[config.mk]
export PLATFORM = sky130hd
export DESIGN_NAME = nixie_multiplex_display_core
export DESIGN_NICKNAME = d
export VERILOG_FILES = /design/src/sv/nmd_pkg.sv /design/src/sv/nmd_ctrl.sv /design/src/sv/nmd_datapath.sv /design/src/sv/nixie_multiplex_display_core.sv
export SDC_FILE = /design/constraint.sdc
export NUM_CORES = 1
export LEC_CHECK = 0
export ABC_AREA = 1
export BUFFER_PORTS_ARGS = -buffer_cell sky130_fd_sc_hd__buf_2
export CORE_UTILIZATION = 52
export DETAILED_ROUTE_END_ITERATION = 16
export PLACE_DENSITY = 0.78
export SYNTH_ARGS = -nofsm -noshare
export SYNTH_HDL_FRONTEND = slang
export SYNTH_SLANG_ARGS = --single-unit
[constraint.sdc]
create_clock -name clk -period 1.9 [get_ports clk]
set_input_delay 0.095 -clock clk [delete_from_list [all_inputs] [get_ports clk]]
set_output_delay 0.095 -clock clk [all_outputs]
set_load 0.01 [all_outputs]
[src/sv/nmd_pkg.sv]
`timescale 1ns / 1ps
// ----------------------------------------------------------------------------
// nmd_pkg
// Shared types, constants and helpers for the multiplexed nixie display core.
// ----------------------------------------------------------------------------
package nmd_pkg;

  localparam int TUBE_COUNT   = 8;
  localparam int ADDRESS_BITS = 4;

  localparam int TUBE_W   = (TUBE_COUNT > 1) ? $clog2(TUBE_COUNT) : 1;
  localparam int ANODE_W  = 8;
  localparam int CODE_W   = 4;
  localparam int POS_W    = 4;
  localparam int VALUE_W  = 32;
  localparam int CMD_W    = 2;
  localparam int ADDR_W   = 4;
  localparam int MAP_W    = 40;
  localparam int CFG_IDX_W = 1;

  // Binary to BCD conversion: 99999999 fits in 27 bits, eight digits out.
  localparam int BIN_W      = 27;
  localparam int BCD_DIGITS = 8;
  localparam int BCD_W      = BCD_DIGITS * CODE_W;
  localparam int CNT_W      = $clog2(BIN_W + 1);

  localparam logic [BIN_W-1:0]   SAT_MAX    = BIN_W'(99999999);
  localparam logic [CODE_W-1:0]  BLANK_CODE = CODE_W'(10);
  localparam logic [ADDR_W-1:0]  ADDR_MASK  =
    (ADDRESS_BITS >= ADDR_W) ? {ADDR_W{1'b1}} : ADDR_W'((1 << ADDRESS_BITS) - 1);

  localparam logic [MAP_W-1:0]  MAP_RESET     = MAP_W'(64'd654820258320);
  localparam logic [ADDR_W-1:0] INVALID_RESET = ADDR_W'(15);

  localparam logic [CMD_W-1:0] CMD_TICK        = 2'd0;
  localparam logic [CMD_W-1:0] CMD_WRITE_DIGIT = 2'd1;
  localparam logic [CMD_W-1:0] CMD_WRITE_VALUE = 2'd2;
  localparam logic [CMD_W-1:0] CMD_BLANK       = 2'd3;

  localparam logic [CFG_IDX_W-1:0] REG_CATHODE_MAP  = 1'd0;
  localparam logic [CFG_IDX_W-1:0] REG_INVALID_ADDR = 1'd1;

  // Controller to datapath commands
  typedef struct packed {
    logic exec_tick;
    logic exec_digit;
    logic exec_blank;
    logic conv_load;
    logic conv_step;
    logic conv_commit;
  } nmd_cmd_t;

  // Datapath to controller status
  typedef struct packed {
    logic conv_done;
  } nmd_stat_t;

  function automatic logic [ADDR_W-1:0] code_to_addr(
    input logic [MAP_W-1:0]  map,
    input logic [ADDR_W-1:0] invalid,
    input logic [CODE_W-1:0] code
  );
    logic [ADDR_W-1:0] addr;
    if (code < CODE_W'(10)) begin
      addr = map[{code, 2'b00} +: ADDR_W];
    end else begin
      addr = invalid;
    end
    return addr & ADDR_MASK;
  endfunction

endpackage

[src/sv/nmd_ctrl.sv]
`timescale 1ns / 1ps
// ----------------------------------------------------------------------------
// nmd_ctrl
// Command sequencer: input/output handshake and BCD conversion sequencing.
// ----------------------------------------------------------------------------
module nmd_ctrl (
  input  logic                          clk,
  input  logic                          rst_n,
  input  logic                          in_tvalid,
  output logic                          in_tready,
  input  logic [nmd_pkg::CMD_W-1:0]     in_cmd,
  output logic                          out_tvalid,
  input  logic                          out_tready,
  output nmd_pkg::nmd_cmd_t             dp_cmd,
  input  nmd_pkg::nmd_stat_t            dp_stat
);

  localparam logic ST_IDLE = 1'b0;
  localparam logic ST_CONV = 1'b1;

  logic state_r, state_nxt;
  logic out_valid_r, out_valid_nxt;
  logic xfer;
  logic result_set;

  // Result register is free when empty or being drained this cycle
  assign in_tready = (state_r == ST_IDLE) && (!out_valid_r || out_tready);
  assign xfer      = in_tvalid && in_tready;

  always_comb begin
    state_nxt  = state_r;
    dp_cmd     = '0;
    result_set = 1'b0;
    case (state_r)
      ST_IDLE: begin
        if (xfer) begin
          case (in_cmd)
            nmd_pkg::CMD_TICK: begin
              dp_cmd.exec_tick = 1'b1;
              result_set       = 1'b1;
            end
            nmd_pkg::CMD_WRITE_DIGIT: begin
              dp_cmd.exec_digit = 1'b1;
              result_set        = 1'b1;
            end
            nmd_pkg::CMD_WRITE_VALUE: begin
              dp_cmd.conv_load = 1'b1;
              state_nxt        = ST_CONV;
            end
            default: begin
              dp_cmd.exec_blank = 1'b1;
              result_set        = 1'b1;
            end
          endcase
        end
      end
      ST_CONV: begin
        if (dp_stat.conv_done) begin
          dp_cmd.conv_commit = 1'b1;
          result_set         = 1'b1;
          state_nxt          = ST_IDLE;
        end else begin
          dp_cmd.conv_step = 1'b1;
        end
      end
      default: begin
        state_nxt = ST_IDLE;
      end
    endcase
  end

  assign out_valid_nxt = (out_valid_r && !out_tready) || result_set;
  assign out_tvalid    = out_valid_r;

  always_ff @(posedge clk) begin
    if (!rst_n) begin
      state_r     <= ST_IDLE;
      out_valid_r <= 1'b0;
    end else begin
      state_r     <= state_nxt;
      out_valid_r <= out_valid_nxt;
    end
  end

`ifndef NO_ASSERTIONS
  a_value_enters_conv: assert property (@(posedge clk) disable iff (!rst_n)
    xfer && (in_cmd == nmd_pkg::CMD_WRITE_VALUE) |=> state_r == ST_CONV)
    else $error("write value did not start conversion");

  a_busy_blocks_input: assert property (@(posedge clk) disable iff (!rst_n)
    (state_r == ST_CONV) |-> !in_tready)
    else $error("input accepted during conversion");

  a_commit_gives_result: assert property (@(posedge clk) disable iff (!rst_n)
    dp_cmd.conv_commit |=> out_valid_r)
    else $error("conversion commit produced no result");

  a_single_command: assert property (@(posedge clk) disable iff (!rst_n)
    $onehot0(dp_cmd))
    else $error("more than one datapath command in a cycle");
`endif

endmodule

[src/sv/nmd_datapath.sv]
`timescale 1ns / 1ps
// ----------------------------------------------------------------------------
// nmd_datapath
// Digit store, scan/pin registers, config registers and double-dabble unit.
// ----------------------------------------------------------------------------
module nmd_datapath (
  input  logic                              clk,
  input  logic                              rst_n,
  input  logic                              cfg_we,
  input  logic [nmd_pkg::CFG_IDX_W-1:0]     cfg_index,
  input  logic [nmd_pkg::MAP_W-1:0]         cfg_data,
  input  logic [nmd_pkg::CODE_W-1:0]        in_digit_code,
  input  logic [nmd_pkg::POS_W-1:0]         in_position,
  input  logic [nmd_pkg::VALUE_W-1:0]       in_value,
  input  nmd_pkg::nmd_cmd_t                 dp_cmd,
  output nmd_pkg::nmd_stat_t                dp_stat,
  output logic [nmd_pkg::ANODE_W-1:0]       anode_enable,
  output logic [nmd_pkg::ADDR_W-1:0]        cathode_address
);

  logic [nmd_pkg::MAP_W-1:0]   map_r;
  logic [nmd_pkg::ADDR_W-1:0]  invalid_r;
  logic [nmd_pkg::CODE_W-1:0]  store_r [nmd_pkg::TUBE_COUNT];
  logic [nmd_pkg::TUBE_W-1:0]  scan_r, scan_nxt;
  logic                        active_r;
  logic [nmd_pkg::ADDR_W-1:0]  cathode_r;

  logic [nmd_pkg::BIN_W-1:0]   bin_r;
  logic [nmd_pkg::BCD_W-1:0]   bcd_r;
  logic [nmd_pkg::BCD_W-1:0]   bcd_adj;
  logic [nmd_pkg::CNT_W-1:0]   cnt_r;
  logic [nmd_pkg::BIN_W-1:0]   value_sat;
  logic                        pos_ok;

  // ---------------- configuration ----------------
  always_ff @(posedge clk) begin
    if (!rst_n) begin
      map_r     <= nmd_pkg::MAP_RESET;
      invalid_r <= nmd_pkg::INVALID_RESET;
    end else if (cfg_we) begin
      if (cfg_index == nmd_pkg::REG_CATHODE_MAP) begin
        map_r <= cfg_data;
      end
      if (cfg_index == nmd_pkg::REG_INVALID_ADDR) begin
        invalid_r <= cfg_data[nmd_pkg::ADDR_W-1:0];
      end
    end
  end

  // ---------------- scan and pins ----------------
  assign scan_nxt = (scan_r == nmd_pkg::TUBE_W'(nmd_pkg::TUBE_COUNT - 1)) ?
                    '0 : scan_r + 1'b1;

  always_ff @(posedge clk) begin
    if (!rst_n) begin
      scan_r    <= '0;
      active_r  <= 1'b0;
      cathode_r <= '0;
    end else if (dp_cmd.exec_tick) begin
      scan_r    <= scan_nxt;
      active_r  <= 1'b1;
      cathode_r <= nmd_pkg::code_to_addr(map_r, invalid_r, store_r[scan_nxt]);
    end
  end

  assign anode_enable    = active_r ? (nmd_pkg::ANODE_W'(1) << scan_r) : '0;
  assign cathode_address = cathode_r;

  // ---------------- digit store ----------------
  assign pos_ok = in_position < nmd_pkg::POS_W'(nmd_pkg::TUBE_COUNT);

  always_ff @(posedge clk) begin
    if (!rst_n) begin
      for (int i = 0; i < nmd_pkg::TUBE_COUNT; i++) begin
        store_r[i] <= '0;
      end
    end else if (dp_cmd.exec_blank) begin
      for (int i = 0; i < nmd_pkg::TUBE_COUNT; i++) begin
        store_r[i] <= nmd_pkg::BLANK_CODE;
      end
    end else if (dp_cmd.conv_commit) begin
      // digits for tubes beyond the tube count are dropped
      for (int i = 0; i < nmd_pkg::TUBE_COUNT; i++) begin
        store_r[i] <= bcd_r[i*nmd_pkg::CODE_W +: nmd_pkg::CODE_W];
      end
    end else if (dp_cmd.exec_digit && pos_ok) begin
      store_r[in_position[nmd_pkg::TUBE_W-1:0]] <= in_digit_code;
    end
  end

  // ---------------- binary to BCD, one bit per cycle ----------------
  assign value_sat = (in_value > nmd_pkg::VALUE_W'(nmd_pkg::SAT_MAX)) ?
                     nmd_pkg::SAT_MAX : in_value[nmd_pkg::BIN_W-1:0];

  always_comb begin
    for (int d = 0; d < nmd_pkg::BCD_DIGITS; d++) begin
      if (bcd_r[d*nmd_pkg::CODE_W +: nmd_pkg::CODE_W] >= nmd_pkg::CODE_W'(5)) begin
        bcd_adj[d*nmd_pkg::CODE_W +: nmd_pkg::CODE_W] =
          bcd_r[d*nmd_pkg::CODE_W +: nmd_pkg::CODE_W] + nmd_pkg::CODE_W'(3);
      end else begin
        bcd_adj[d*nmd_pkg::CODE_W +: nmd_pkg::CODE_W] =
          bcd_r[d*nmd_pkg::CODE_W +: nmd_pkg::CODE_W];
      end
    end
  end

  always_ff @(posedge clk) begin
    if (dp_cmd.conv_load) begin
      bin_r <= value_sat;
      bcd_r <= '0;
    end else if (dp_cmd.conv_step) begin
      bcd_r <= {bcd_adj[nmd_pkg::BCD_W-2:0], bin_r[nmd_pkg::BIN_W-1]};
      bin_r <= {bin_r[nmd_pkg::BIN_W-2:0], 1'b0};
    end
  end

  always_ff @(posedge clk) begin
    if (!rst_n) begin
      cnt_r <= '0;
    end else if (dp_cmd.conv_load) begin
      cnt_r <= nmd_pkg::CNT_W'(nmd_pkg::BIN_W);
    end else if (dp_cmd.conv_step && (cnt_r != '0)) begin
      cnt_r <= cnt_r - 1'b1;
    end
  end

  assign dp_stat.conv_done = (cnt_r == '0);

endmodule

[src/sv/nixie_multiplex_display_core.sv]
`timescale 1ns / 1ps
// Tick, write digit and blank give their result in the cycle after the transfer.
// Write value gives its result once the 27 double-dabble shift steps of the
// binary-to-BCD unit and a commit step have run; no input is taken meanwhile.
// Throughput: one item per cycle for tick, write digit and blank while out_tready is high.
// Reset (rst_n low, synchronous): all codes zero, anodes off, cathode map and invalid
// address back to their defaults.
// ----------------------------------------------------------------------------
// nixie_multiplex_display_core
// Eight-tube multiplexed nixie driver with stream command input and pin result.
// ----------------------------------------------------------------------------
module nixie_multiplex_display_core (
  input  logic                              clk,
  input  logic                              rst_n,
  input  logic                              in_tvalid,
  output logic                              in_tready,
  // [1:0] cmd, [5:2] digit_code, [9:6] position, [41:10] value, [47:42] zero
  input  logic [47:0]                       in_tdata,
  output logic                              out_tvalid,
  input  logic                              out_tready,
  // [7:0] anode_enable, [11:8] cathode_address, [15:12] zero
  output logic [15:0]                       out_tdata,
  input  logic                              cfg_we,
  input  logic [nmd_pkg::CFG_IDX_W-1:0]     cfg_index,
  input  logic [nmd_pkg::MAP_W-1:0]         cfg_data
);

  nmd_pkg::nmd_cmd_t                  dp_cmd;
  nmd_pkg::nmd_stat_t                 dp_stat;
  logic [nmd_pkg::ANODE_W-1:0]        anode_enable;
  logic [nmd_pkg::ADDR_W-1:0]         cathode_address;

  nmd_ctrl u_ctrl (
    .clk        (clk),
    .rst_n      (rst_n),
    .in_tvalid  (in_tvalid),
    .in_tready  (in_tready),
    .in_cmd     (in_tdata[1:0]),
    .out_tvalid (out_tvalid),
    .out_tready (out_tready),
    .dp_cmd     (dp_cmd),
    .dp_stat    (dp_stat)
  );

  nmd_datapath u_datapath (
    .clk             (clk),
    .rst_n           (rst_n),
    .cfg_we          (cfg_we),
    .cfg_index       (cfg_index),
    .cfg_data        (cfg_data),
    .in_digit_code   (in_tdata[5:2]),
    .in_position     (in_tdata[9:6]),
    .in_value        (in_tdata[41:10]),
    .dp_cmd          (dp_cmd),
    .dp_stat         (dp_stat),
    .anode_enable    (anode_enable),
    .cathode_address (cathode_address)
  );

  // pins are stable while a result is pending, so they feed the result directly
  assign out_tdata = {4'b0000, cathode_address, anode_enable};

endmodule

==> results of run 1 <==
==> stage by stage <==
| stage | utilization, % | cell area, um^2 |
|---|---|---|
| 4_1_cts | 67.6 | 9790 |
| 6_report | 70.5 | 10200 |
| 2_1_floorplan | - | 7740 |
| 3_5_place_dp | 59.8 | 8660 |
| 5_1_grt | 70.5 | 10200 |
| 3_3_place_gp | 59.8 | 8660 |
==> flip-flops by register name (all words and copies together) (netlist names) <==
register / cells
u_datapath.invalid_r: 4
u_datapath.active_r: 1
u_datapath.store_r: 32
u_ctrl.out_tvalid: 1
u_datapath.cnt_r: 5
u_datapath.map_r: 40
u_datapath.bcd_r: 32
u_datapath.cathode_address: 4
u_ctrl.state_r: 1
u_datapath.bin_r: 27
u_datapath.scan_r: 3
==> kinds of logic after synthesis <==
| group | share of synthesized area [%] |
|---|---|
| simple gates | 22.5 |
| compound gates | 15.9 |
| buf+inv | 9.68 |
| flops | 46.8 |
| fa+ha+maj | 3.91 |
| xor+xnor | 1.14 |
| other cells | 0.0488 |
==> worst max-delay path, stage by stage, from the launching register on <==
cell and delay [ns]:
dfxtp_4 0.36, ha_4 0.18, ha_4 0.29, inv_8 0.08, nand2_4 0.05, nand3_4 0.08
nand3_4 0.16, buf_6 0.19, nand3_1 0.08, nand3_1 0.13, nand3_1 0.13, nand3_1 0.08
nand2_1 0.07, nand2_1 0.06, a21oi_1 0.15
==> final timing paths <==
| path | end | slack, ns | cells past startpoint |
|---|---|---|---|
| hold reg to reg | u_datapath.map_r[12]$_SDFFE_PN1P_ | 0.46 | 2 |
| setup / recovery | u_datapath.cathode_address[1]$_SDFFE_PN0P_ | -0.27 | 14 |
| hold / removal | u_datapath.store_r[4][3]$_DFFE_PP_ | 0.02 | 3 |
| setup reg to reg | u_datapath.cathode_address[1]$_SDFFE_PN0P_ | -0.27 | 14 |
==> layout make-up <==
class                           instances  area [um^2]
Fill cell                            1060         4270
Multi-Input combinational cell        638         3700
Sequential cell                       150         3600
Timing Repair Buffer                  205         1590
Inverter                              138          543
Clock buffer                           22          477
Tap cell                              184          230
Clock inverter                         10         70.1
==> cell usage after synthesis (all sizes together) <==
cell type	instances	share of area [%]
nand2	205	11
inv	137	6.8
o21ai	101	6.7
dfxtp	91	24
nand3	86	6.5
nor2	65	3.2
edfxtp	59	23
a21oi	45	3.0
o22ai	40	3.3
ha	24	3.9
buf	23	2.0
clkbuf	18	0.88
or2	14	1.1
o211ai	10	0.98
xor2	10	1.1
o221ai	8	0.91
o31ai	7	0.68
nor4	4	0.33
nand3b	3	0.29
nand4	3	0.24
nor3	2	0.13
a31oi	1	0.082
clkinv	1	0.049
conb	1	0.049
o21bai	1	0.098
o32ai	1	0.11
==> metal layers <==
metal | wire length [um] | vias up | track usage, %
met5 | 0 | - | 0
met4 | 605 | 0 | 11.5
met3 | 1060 | 57 | 4.84
met2 | 10200 | 276 | 42.7
met1 | 8610 | 3415 | 31.6
li1 | - | 3593 | -
==> timing repair <==
item                                    CTS  global route
pin swaps                                17            32
resized for setup                        30            55
endpoints found under the setup margin   44            97
hold endpoints to repair                 48             0
gates cloned                              2             8
hold buffers                             45             0
setup buffers                             1             8
==> where the power goes <==
part	internal, mW	switching, mW
Combinational	0.653	0.912
Sequential	3.54	0.0961
Clock	1.79	1.36
Total	5.99	2.37
==> layout by cell type (no fill, tap or decap), drive strengths merged, types with 10 or more instances in the layout <==
master	synthesis	final
o22ai	40	40
or2	14	14
o211ai	10	10
dfxtp	91	91
dlygate4sd3	0	45
inv	137	140
clkbuf	18	26
o21ai	101	101
nand2	205	209
ha	24	24
buf	23	156
a21oi	45	45
nor2	65	65
xor2	10	10
edfxtp	59	59
nand3	86	86
==> summary by stage, run 1 <==
Die
The die footprint is 15300 um^2. 112 I/O pins were placed. The total area inside the core boundary comes to 14500 um^2.

In this run the vertical extent of the chip is 124 um. The count of standard-cell rows is 44. Once the floorplan was initialized, standard cells occupied 53.0% of the core.

The die outline width is 124 um.

Timing
Hold timing on the final database bottoms out at a slack of 0.0178 ns. Adding up every negative setup slack in the final design gives -0.680 ns. The fraction of the cycle the final worst path needs is 114%. The slew at the pin with the worst max-slew slack is 0.516 ns. The number of slew-limit violations in the final report came to 0. The achievable frequency is 0.461 GHz. Setup repair after global routing could not meet its margin everywhere.

Measured against its own limit, the worst slew margin works out to 65.6%. Setup violations remaining at the end of the flow were counted as 4. The routed design could run at a clock period as short as 2.17 ns. The final count of hold timing violations is 0. The setup skew after layout is 0.00912 ns. The final setup slack of the worst path is -0.268 ns.

Clocking
Clock latency on the worst-skew pair, taken at its later pin, is 0.43 ns. Counting along the longest clock path gives a buffer depth of 2. The clock drives 150 sinks. Clock tree synthesis inserted a total of 17 buffers. The clock tree from TritonCTS is yes. After clock tree synthesis, the clock-pin slew on the worst setup and hold paths is 0.06 ns. The root buffer cell chosen for the clock tree is clkbuf_16. The H-tree depth reported by CTS is 4.

Critical path
The worst setup path is launched from a register. The highest net fanout along the worst path is 8. The worst setup path is of the register to register kind. In this run the worst setup path begins at u_datapath.scan_r[0]$_SDFFE_PN0P_.

The startpoint identified for the worst register-to-register timing path is u_datapath.scan_r[0]$_SDFFE_PN0P_. The worst path required time is 2.26 ns. STA classifies the critical path endpoint as a register. The data arrival time of the critical path is 2.52 ns.

Synthesis
The netlist uses 40 different library cells. Of the synthesized area, sequential elements account for 46.8%. The Yosys step of the flow raised 0 warnings. The synthesized area is 7680 um^2. Synthesis handed over a netlist of 960 instances. The mean instance size in the synthesized netlist is 8.00 um^2. After synthesis the netlist holds a flip-flop and latch count of 150.

Run status
The flow ran to the end, but the final reports show violations. The checks that failed: setup timing.

GRT
The total grt overflow is 0. The largest net degree at the start of global routing is 58. The initial antenna violation count was 0.

The wire length of the first global-routing pass is 29900 um. The all-layer global routing usage is 25.4%. The number of global-route vias before repair is 6534.

Run
The reported max-cap violation count is 0.

Drt
For this run, design rule violations remaining after detail routing come to 0. The detailed router placed 7341 vias in this run. In this run, the number of DRC markers left after iteration 0 of detailed routing was 512. The number of nets still failing antenna checks after routing is 0. The routed via count divided by cell count is 5.45. The routed design has 20400 um of wire. Dividing the detail-routed wire length by the instance count gives 15.2 um. The iteration count of the initial detailed-routing pass is 5.

Final layout
Relative to the synthesized area, the layout overhead comes to 33.0%. The number of antenna diodes in the final layout is 0. The post-layout instance count excluding filler cells is 1347. Cells with a size suffix above 1 make up 25.7% of the layout. After the last flow step, the layout net total stands at 1268.

Hold path
In this run the most critical hold path is launched from in_tdata[5]. The class of the worst hold path is input pin to register.

Placement
Before CTS, the worst setup slack after placement is -0.175 ns. In this run, placement finished with an instance count of 1251. The detailed-placement wirelength estimate is 12400 um. Port buffering added 101 buffers. The congestion estimate from routability-driven global placement came to 0.921.

Pwr
The leakage power is 4.49 nW. Power spread over the standard cell area amounts to 818 nW/um^2. Total power for the finished layout comes to 8.35 mW.

VDD sags by at most 0.780 mV.
(Power assumes the default switching activity.)
==> run 2, diff against run 1 <==
--- a/config.mk
+++ b/config.mk
@@ -13,3 +13,4 @@
 export SYNTH_ARGS = -nofsm -noshare
 export SYNTH_HDL_FRONTEND = slang
+export SYNTH_HIERARCHICAL = 1
 export SYNTH_SLANG_ARGS = --single-unit
==> constraint.sdc (replaced) <==
create_clock -name clk -period 1.9 [get_ports clk]
set_input_delay 0.095 -clock clk [delete_from_list [all_inputs] [get_ports clk]]
set_output_delay 0.095 -clock clk [all_outputs]
set_load 0.02 [all_outputs]
==> summary by stage, run 2 <==
GRT
The number of global-route vias before repair is 6659. The initial antenna violation count is 0. Entering global routing, the biggest net connects 44 pins. The wire length of the first global-routing pass is 30700 um.

The total overflow left after global routing is 0. The all-layer global routing usage is 26.1%.

Final layout
The post-layout instance count excluding filler cells is 1364. The register with the most flip-flops is u_datapath/map_r. In the final layout, flip-flops and latches occupy 3600 um^2. The signed area change from the synthesized netlist to the final layout is 37.3%. The register with the most flip-flops in the layout has 40 of them. 0 antenna diodes ended up in the layout.

Leaving out fill and tap cells, the most frequent cell in the layout is nand2_1. In the layout the commonest cells are nand2_1, inv_1, buf_2. The fraction of layout instances using a drive strength above 1 is 30.8%. The total of fill cells in the finished design is 999. The final layout net count is 1284. The combined area of the multi-input logic cells is 3890 um^2. The largest registers in the layout are u_datapath/map_r: 40 flops, u_datapath/bcd_r: 32 flops, u_datapath/store_r: 32 flops.

Synthesis
The most common cell in the netlist is nand2_1. Synthesis produced 969 cells. The fraction of synthesized cell area taken by the top area cell type is 23.7%. The multiplexer fraction of the synthesized cell area is 0%.

After synthesis the netlist holds a flip-flop and latch count of 150. The synthesized design spends more area on one cell type than any other, namely dfxtp_1. The fraction of the yosys area taken by sequential cells is 46.8%. The synthesized netlist devotes 0.685% of its cell area to XOR and XNOR gates. Summing every instance area after synthesis gives 7670 um^2.

Yosys attributes the largest share of cell area to dfxtp_1, edfxtp_1, nand2_1. The fraction of synthesis flops using an asynchronous set or reset pin is 0%. The distinct cell type count after synthesis is 42. After Yosys synthesis, and, or, nand and nor cells account for 22.2% of the synthesized area. Each instance of the synthesized netlist takes up on average 7.92 um^2.

By area, the combinational part of the netlist is dominated by simple AND/OR/NAND/NOR gates. The number of warnings reported in the yosys synthesis log is 6. Counting flops with a built-in enable in the synthesized netlist gives 59. Sorting the synthesized cells by how often they occur yields nand2_1, inv_1, dfxtp_1. Of the total synthesized cell area, the portion taken by full adders, half adders and majority gates is 3.75%.

The primary flip-flop cell chosen by synthesis mapping is dfxtp_1. The post-synthesis compound-gate area fraction is 16.4%.

Run status
The flow ran to the end, but the final reports show violations. The checks that failed: setup timing.

Die
The die footprint is 15200 um^2. The starting utilization of the core area is 53.0%. From bottom edge to top edge, the die measures 123 um. The area of the placeable core is 14500 um^2. In this run the core area contains 44 standard-cell rows. Pin placement for this block handled 112 I/O pins. From left edge to right edge, the die measures 123 um.

Timing
Based on the critical path, the design can be clocked at up to 0.485 GHz. Across the routed clock network, the largest skew measured is 0.00840 ns. The number of slew-limit violations in the final report is 0. Measured against its own limit, the worst slew margin works out to 62.0%. The post-layout minimum cycle time is 2.06 ns. The final worst hold slack is 0.0456 ns. Setup violations remaining at the end of the flow were counted as 40.

The fraction of the cycle the final worst path needs is 109%. After layout, the worst setup slack is -0.163 ns. Setup repair after global routing could not meet its margin everywhere. The final count of hold timing violations is 0. The slew at the pin with the worst max-slew slack is 0.569 ns.

Drt
The number of vias in the routed layout is 7513. The first TritonRoute pass finished after 5 iterations. The number of DRC markers after the initial detailed-route iteration is 573. For this run, design rule violations remaining after detail routing come to 0.

Using the TritonRoute via totals, the vias-per-cell ratio works out to 5.51. The total detailed-routing wirelength is 21500 um. The average wire per cell in the routed design is 15.8 um.

The number of nets still failing antenna checks after routing is 0.

Clocking
TritonCTS created 17 clock buffers. In this run the number of H-tree levels came out at 4. Clock tree synthesis found a total of 150 sinks. The clock passes through at most 2 buffers.

At the later pin of the worst-skew pair, clock insertion delay measures 0.42 ns. The clock tree root buffer cell is clkbuf_16. The clock tree from TritonCTS is yes.

Clock-pin slew was measured on the worst setup and hold paths at 0.06 ns.

Critical path
Of all nets on the critical path, the largest fanout is 17. The worst setup path is captured at a register. The worst path required time is 2.21 ns. The type of the worst setup path is register to register. The element type at the critical path start is a register. At the worst endpoint, the arrival time is 2.37 ns.

Pwr
Dividing total power by cell area gives a power density of 790 nW/um^2. The worst-case vdd ir drop is 0.694 mV. The total power consumption of the routed design is 8.32 mW. The leakage power is 4.64 nW.

Placement
The placed instance count is 1270. Buffers placed on the I/O ports in this run total 101. OpenSTA, run right after detailed placement, puts the worst setup slack at -0.174 ns.

The detailed-placement wirelength estimate is 13200 um. The placer's final routability congestion estimate is 0.913.

Hold path
In this run the worst hold path is classified as input pin to register.

Run
The reported max-cap violation count is 0.
==> run 2: metrics by stage <==
stage	cell area (um^2)	TNS (ns)	util, %
detailed placement	8800	-4.73	60.8
global route	10500	-8.64	72.8
global placement	8800	-1.30	60.8
finish	10500	-2.97	72.8
CTS	10000	-0.229	69.2
floorplan	7800	-0.0427	-
==> run 2: layout make-up <==
cell class	instances	share of cell area (%)
multi-input combinational	630	37.0
sequential	150	34.2
timing repair buffer	218	15.7
inverter	148	5.63
clock buffer	22	4.61
tap	184	2.18
clock inverter	10	0.641
timing repair inverter	2	0.107
==> run 2: metal layers <==
| layer | routed length [um] | up-vias | global-route usage [%] |
|---|---|---|---|
| met2 | 10800 | 297 | 45.3 |
| met3 | 1210 | 56 | 5.35 |
| met5 | 0 | - | 0 |
| met1 | 8890 | 3528 | 32.0 |
| li1 | - | 3632 | - |
| met4 | 601 | 0 | 9.04 |
==> run 2: kinds of logic after synthesis <==
logic type | count (synthesis)
and+or+nand+nor | 382
AOI/OAI and AO/OA | 214
buffers and inverters | 193
DFF | 150
adders and majority gates | 23
xor gates and xnor gates | 6
other | 1
==> run 2: final timing paths <==
path	startpoint	to	slack, ns	cells past startpoint
setup / recovery	u_datapath/scan_r[0]$_SDFFE_PN0P_	u_datapath/cathode_address[1]$_SDFFE_PN0P_	-0.16	13
hold / removal	in_tdata[20]	u_datapath/bin_r[10]$_DFFE_PP_	0.05	3
setup reg to reg	u_datapath/scan_r[0]$_SDFFE_PN0P_	u_datapath/cathode_address[1]$_SDFFE_PN0P_	-0.16	13
hold reg to reg	u_datapath/map_r[3]$_SDFFE_PN0P_	u_datapath/map_r[3]$_SDFFE_PN0P_	0.46	2
==> run 2: critical path: stages, from the launching register on <==
cell	delay (ns)
dfxtp_4	0.36
ha_4	0.17
ha_4	0.18
nor2_4	0.23
nand2_2	0.11
nand3_2	0.12
nand3_4	0.12
buf_8	0.18
nand3_1	0.08
nand3_1	0.09
nand3_1	0.07
nand3_1	0.08
nand2_1	0.09
a21oi_2	0.05
==> run 2: power breakdown <==
part,total (mW),leakage (nW),internal (mW),switching (mW)
sequential,3.65,1.33,3.55,0.105
combinational,1.52,3.03,0.631,0.893
clock,3.14,0.277,1.82,1.32
==> run 2: timing repair <==
| item | in CTS | in global routing |
|---|---|---|
| gates resized for setup | 47 | 113 |
| hold endpoints to repair | 46 | 0 |
| pin swaps | 17 | 30 |
| endpoints found under the setup margin | 104 | 133 |
| buffers inserted | 10 | 5 |
| hold buffers | 42 | 0 |
| gates cloned | 3 | 2 |
